File: src/hw/rtl/ptw_pkg.sv
// Shared types and constants of the two-level page table walker.
package ptw_pkg;

    localparam int PROC_W    = 4;
    localparam int VPAGE_W   = 6;
    localparam int FRAME_W   = 8;
    localparam int USES_W    = 8;
    localparam int FAULTS_W  = 16;
    localparam int USED_W    = 9;
    localparam int PCOUNT_W  = 5;
    localparam int STATUS_W  = 2;

    localparam logic [PCOUNT_W-1:0] PCOUNT_RESET = 5'd1;

    localparam logic [STATUS_W-1:0] STATUS_DONE        = 2'd0;
    localparam logic [STATUS_W-1:0] STATUS_NO_FRAME    = 2'd1;
    localparam logic [STATUS_W-1:0] STATUS_BAD_PROCESS = 2'd2;

    typedef enum logic [2:0] {
        ST_IDLE,
        ST_WALK1,
        ST_READ2,
        ST_WALK2,
        ST_DONE
    } state_t;

    typedef struct packed {
        logic accept;
        logic walk1;
        logic sel2;
        logic walk2;
        logic load;
    } cmd_t;

    typedef struct packed {
        logic in_bad;
        logic hit;
        logic free;
        logic out_free;
    } sts_t;

endpackage

File: src/hw/rtl/ptw_ctrl.sv
// Controller state machine that sequences one page walk at a time.
module ptw_ctrl
(
    input  logic          clk,
    input  logic          rst_n,
    input  logic          in_valid,
    output logic          in_ready,
    input  ptw_pkg::sts_t sts,
    output ptw_pkg::cmd_t cmd
);

    ptw_pkg::state_t state_reg;
    ptw_pkg::state_t state_next;

    always_ff @(posedge clk or negedge rst_n)
    begin
        if (!rst_n)
        begin
            state_reg <= ptw_pkg::ST_IDLE;
        end
        else
        begin
            state_reg <= state_next;
        end
    end

    always_comb
    begin
        state_next = state_reg;
        case (state_reg)
            ptw_pkg::ST_IDLE:
            begin
                if (in_valid)
                begin
                    state_next = sts.in_bad ? ptw_pkg::ST_DONE : ptw_pkg::ST_WALK1;
                end
            end
            ptw_pkg::ST_WALK1:
            begin
                state_next = (!sts.hit && !sts.free) ? ptw_pkg::ST_DONE
                                                     : ptw_pkg::ST_READ2;
            end
            ptw_pkg::ST_READ2:
            begin
                state_next = ptw_pkg::ST_WALK2;
            end
            ptw_pkg::ST_WALK2:
            begin
                state_next = ptw_pkg::ST_DONE;
            end
            ptw_pkg::ST_DONE:
            begin
                if (sts.out_free)
                begin
                    state_next = ptw_pkg::ST_IDLE;
                end
            end
            default:
            begin
                state_next = ptw_pkg::ST_IDLE;
            end
        endcase
    end

    always_comb
    begin
        in_ready   = 1'b0;
        cmd        = '0;
        case (state_reg)
            ptw_pkg::ST_IDLE:
            begin
                in_ready   = 1'b1;
                cmd.accept = in_valid;
            end
            ptw_pkg::ST_WALK1:
            begin
                cmd.walk1 = 1'b1;
            end
            ptw_pkg::ST_READ2:
            begin
                cmd.sel2 = 1'b1;
            end
            ptw_pkg::ST_WALK2:
            begin
                cmd.sel2  = 1'b1;
                cmd.walk2 = 1'b1;
            end
            ptw_pkg::ST_DONE:
            begin
                cmd.load = sts.out_free;
            end
            default:
            begin
                in_ready = 1'b0;
            end
        endcase
    end

    // An unconfigured process goes straight to the result.
    a_bad_to_done: assert property (@(posedge clk) disable iff (!rst_n)
        cmd.accept && sts.in_bad |=> state_reg == ptw_pkg::ST_DONE)
        else $error("unconfigured process did not go to the result state");

endmodule

File: config.mk
export PLATFORM = sky130hd
export DESIGN_NAME = ptw_ctrl
export DESIGN_NICKNAME = d
export VERILOG_FILES = /design/src/hw/rtl/ptw_pkg.sv /design/src/hw/rtl/ptw_ctrl.sv
export SDC_FILE = /design/constraint.sdc
export NUM_CORES = 1
export LEC_CHECK = 0
export BUFFER_PORTS_ARGS = -buffer_cell sky130_fd_sc_hd__buf_4
export CORE_AREA = 4 4 41 43
export DETAILED_ROUTE_END_ITERATION = 8
export DIE_AREA = 0 0 45 47
export HOLD_SLACK_MARGIN = 0.06
export PLACE_DENSITY = 0.47
export SLEW_MARGIN = 20
export SYNTH_ARGS = -nofsm -noshare
export SYNTH_HDL_FRONTEND = slang
export SYNTH_SLANG_ARGS = --single-unit
File: constraint.sdc
create_clock -name clk -period 0.94 [get_ports clk]
set_input_delay 0.047 -clock clk [delete_from_list [all_inputs] [get_ports clk]]
set_output_delay 0.047 -clock clk [all_outputs]
set_load 0.1 [all_outputs]
# [Word level (Yosys, flattened, before mapping)]
# Index checks and enable logic that the tools add are counted.
[totals] ramBits=0 in_bits=7 latch_bits=0 memories=0 romBits=0 ff_bits=3 word_cells=24
[classes] shifts=0 add_sub_neg=0 reduce_logical=6 muxes=11 eq_ne=6 mul=0 magnitude_cmp=0 bitwise_logic=0 n_div=0
[ops] operator="$pmux W3 S5" count=1
[ops] operator="$mux W3" count=4
[ops] operator="$eq A3 B2 Y1 const B" count=2
[ops] operator="$mux W1" count=6
[ops] operator="$ne A2 B2 Y1 const B" count=2
[ops] operator="$eq A3 B1 Y1 const B" count=1
[ops] operator="$eq A3 B3 Y1 const B" count=1
[ops] operator="$logic_not A3 Y1" count=1
[ops] operator="$logic_not A1 Y1" count=2
[ops] operator="$reduce_and A2 Y1" count=1
[ops] operator="$reduce_or A2 Y1" count=1
[ops] operator="$logic_and A1 B1 Y1" count=1

# [Longest topological paths before layout]
[logic_depth] depth_word=4 ltp_mapped=4 ltp_nobuf=3

# [Worst setup path after synthesis]
# No wires, ideal clock.
[synth_timing] path_type="reg-to-output" start="reg state_reg[2]" end="out cmd[3] (netlist name)" slack_ps=-1785 stages_incl_launch_ff=2 t_required_ps=893 t_arrival_ps=2678 cell_sequence="dfrtp_1 > nor3b_1"
[synth_rtl] item="from (decl)" line="ptw_ctrl.sv:12" text="ptw_pkg::state_t state_reg;"
[synth_rtl] item="from (signal assigned)" line="ptw_ctrl.sv:19" text="state_reg <= ptw_pkg::ST_IDLE;"
[synth_rtl] item="from (signal assigned)" line="ptw_ctrl.sv:23" text="state_reg <= state_next;"
[synth_rtl] item="to (decl)" line="ptw_ctrl.sv:9" text="output ptw_pkg::cmd_t cmd"

==> impl_metrics.toml <==
[outcome]
outcome = "finished with violations"
violations = "negative setup slack"

[grt]
antenna_found_initial = 0
grt_pass1_vias = 250
grt_max_degree = 6
grt_pass1_wl_microns = 1080
grt_usage = 0.0753
grt-ovfl-total = 0

[clock_tree]
cts.sinks = 3
cts.clk_slew.worst_paths_ns = 0.04
clk_latency_ns = 0.23
cts_root_buffer = "clkbuf_4"
cts_buffer_depth = 2
h-tree-depth = 1
cts_tree = "yes"
cts_made_buffers = 3

[timing]
fin_ws_ns = -0.316
fin_crit_ns = 1.26
tightestPinTransition_ns = 0.280
slew_violations = 0
finalSetupTns_ns = -2.30
skew_ns = 0.00491
slew_headroom = 0.815
hold_violations = 0
post-route-period-util = 1.34
finalSetupViolCount = 9
rsz0062_at_grt = "yes"
timing.fmax_mhz = 796

[synthesis]
seq_area_frac_synth = 0.375
synthTopCellsByArea = "dfrtp_1 38%, nor3_2 10%, and4bb_2 6.3%, nor2b_1 6.3%, buf_6 5.6%"
synth_area_leader_cell = "dfrtp_1"
synth_area_sq_um = 200
synth_mux_area_frac = 0.0500
synthCells = 19
synth_top_family_by_area = "simple AND/OR/NAND/NOR gates"
synthesis.nets = 26
ys_warn_count = 0
synthSimpleGateAreaFrac = 0.356
synth_top_area_frac = 0.375
synth_seq_cells = 3
avgSynthCellArea_sq_um = 10.5
synth_cell_types = 15
yosys.area_share.adder = 0
synthXorXnorAreaFrac = 0
synth_compound_area_frac = 0.144

[worst_setup_path]
critPathLaunchType = "flip-flop"
arrival_ns = 1.21
critPathKind = "flip-flop to output pin"
cp.required_ns = 0.89
worstPathMaxFanout = 5
endpoint_kind = "output pin"

[min_path]
min_path_type = "input port to flip-flop"

[finish]
areaGrowthSynthToFinish_pct = 164
fill_cells = 132
finalNetCount = 50
insertedDiodeCount = 0
multi_input_area_sq_um = 176
drive_above_1_share = 0.905
regArea_sq_um = 78.8
largest_reg_flops = 3

[detailed_routing]
routed_wl_microns = 648
via_count = 232
drtAntennaViolNets = 0
wl_per_cell_microns = 11.4
drc = 0
first_pass_iters = 1
viasPerCell = 4.07
drt_iter0_markers = 0

[die]
dieWidth_microns = 45
rows = 13
pin_count = 13
die_area_sq_um = 2120
fp.dieH_microns = 47
coreArea_sq_um = 1300
start_util = 0.154

[placement]
globalplace.congestion = 0.722
portBuffers = 12
dp.final_hpwl_microns = 443

[run]
cap_violations = 0
==> synthesized netlist by cell type, drive strengths merged <==
cell type	count
nor3b	1
a21oi	1
nor2b	2
mux2i	1
nor3	3
dfrtp	3
buf	1
inv	1
a211oi	1
o21ai	1
and2	2
and4bb	1
o21a	1
==> cells by family after synthesis <==
group                  count (synthesis)
AO/OA/AOI/OAI                          4
buffers and inverters                  2
flip-flops                             3
multiplexers                           1
AND/OR/NAND/NOR                        9
==> final timing paths <==
check,cells past startpoint,endpoint,from,slack [ns]
worst min register to register,2,state_reg[1]$_DFFE_PN0P_,state_reg[2]$_DFFE_PN0P_,0.71
min in group asynchronous,2,state_reg[2]$_DFFE_PN0P_,rst_n,0.14
worst max register to register,6,state_reg[2]$_DFFE_PN0P_,state_reg[0]$_DFFE_PN0P_,-0.28
worst min-delay path,3,state_reg[2]$_DFFE_PN0P_,sts[0],0.09
worst max-delay path,3,cmd[4],state_reg[0]$_DFFE_PN0P_,-0.32
max in group asynchronous,2,state_reg[1]$_DFFE_PN0P_,rst_n,0.69
==> stage by stage <==
step                      cell area [sq um]  cells   util  hold WS (ns)  worst slack [ns]
after detailed placement                355     49  0.273        -0.163            -0.175
after CTS                               464     55  0.357        0.0888            -0.333
after global placement                  355     49  0.273        -0.163            -0.178
final                                   529     57  0.407        0.0943            -0.316
after floorplan                         228     19      -        -0.249            -0.884
after global routing                    529     57  0.407        0.0920            -0.376
==> per-layer routing <==
layer,global-route usage,routed length (microns),vias to the layer above
met5,0,0,-
met4,0.0877,0,0
met3,0.0230,12,0
met2,0.107,395,4
met1,0.0828,240,115
li1,-,-,113
==> what timing repair did <==
action | CTS | global route
cloned | 0 | 0
pin swaps | 1 | 2
resized for setup | 17 | 10
buffers inserted | 1 | 2
endpoints found under the setup margin | 8 | 9
hold buffers | 1 | 0
endpoints found under the hold margin | 3 | 0
==> area by class of cell <==
cell class | instances | share of cell area
Timing Repair Buffer | 20 | 0.426
Multi-Input combinational cell | 14 | 0.333
Sequential cell | 3 | 0.149
Clock buffer | 4 | 0.0496
Tap cell | 15 | 0.0355
Inverter | 1 | 0.00709
==> critical path: stages (launching register included) <==
cell and delay [ns]:
dfrtp_2 0.43, nor3_4 0.20, and2_4 0.17, buf_12 0.16
==> cells in the final DEF (no fill, tap or decap), types with 2 or more instances in the layout <==
| master | netlist | final |
|---|---|---|
| buf_4 | 0 | 9 |
| buf_6 | 1 | 6 |
| buf_12 | 0 | 4 |
| clkbuf_4 | 0 | 3 |
| dfrtp_2 | 0 | 3 |
| nor2b_4 | 0 | 2 |
| nor3_2 | 2 | 2 |
Power is not shown: default switching activity piles up to over one toggle a cycle in this logic, so the estimate is an artifact.
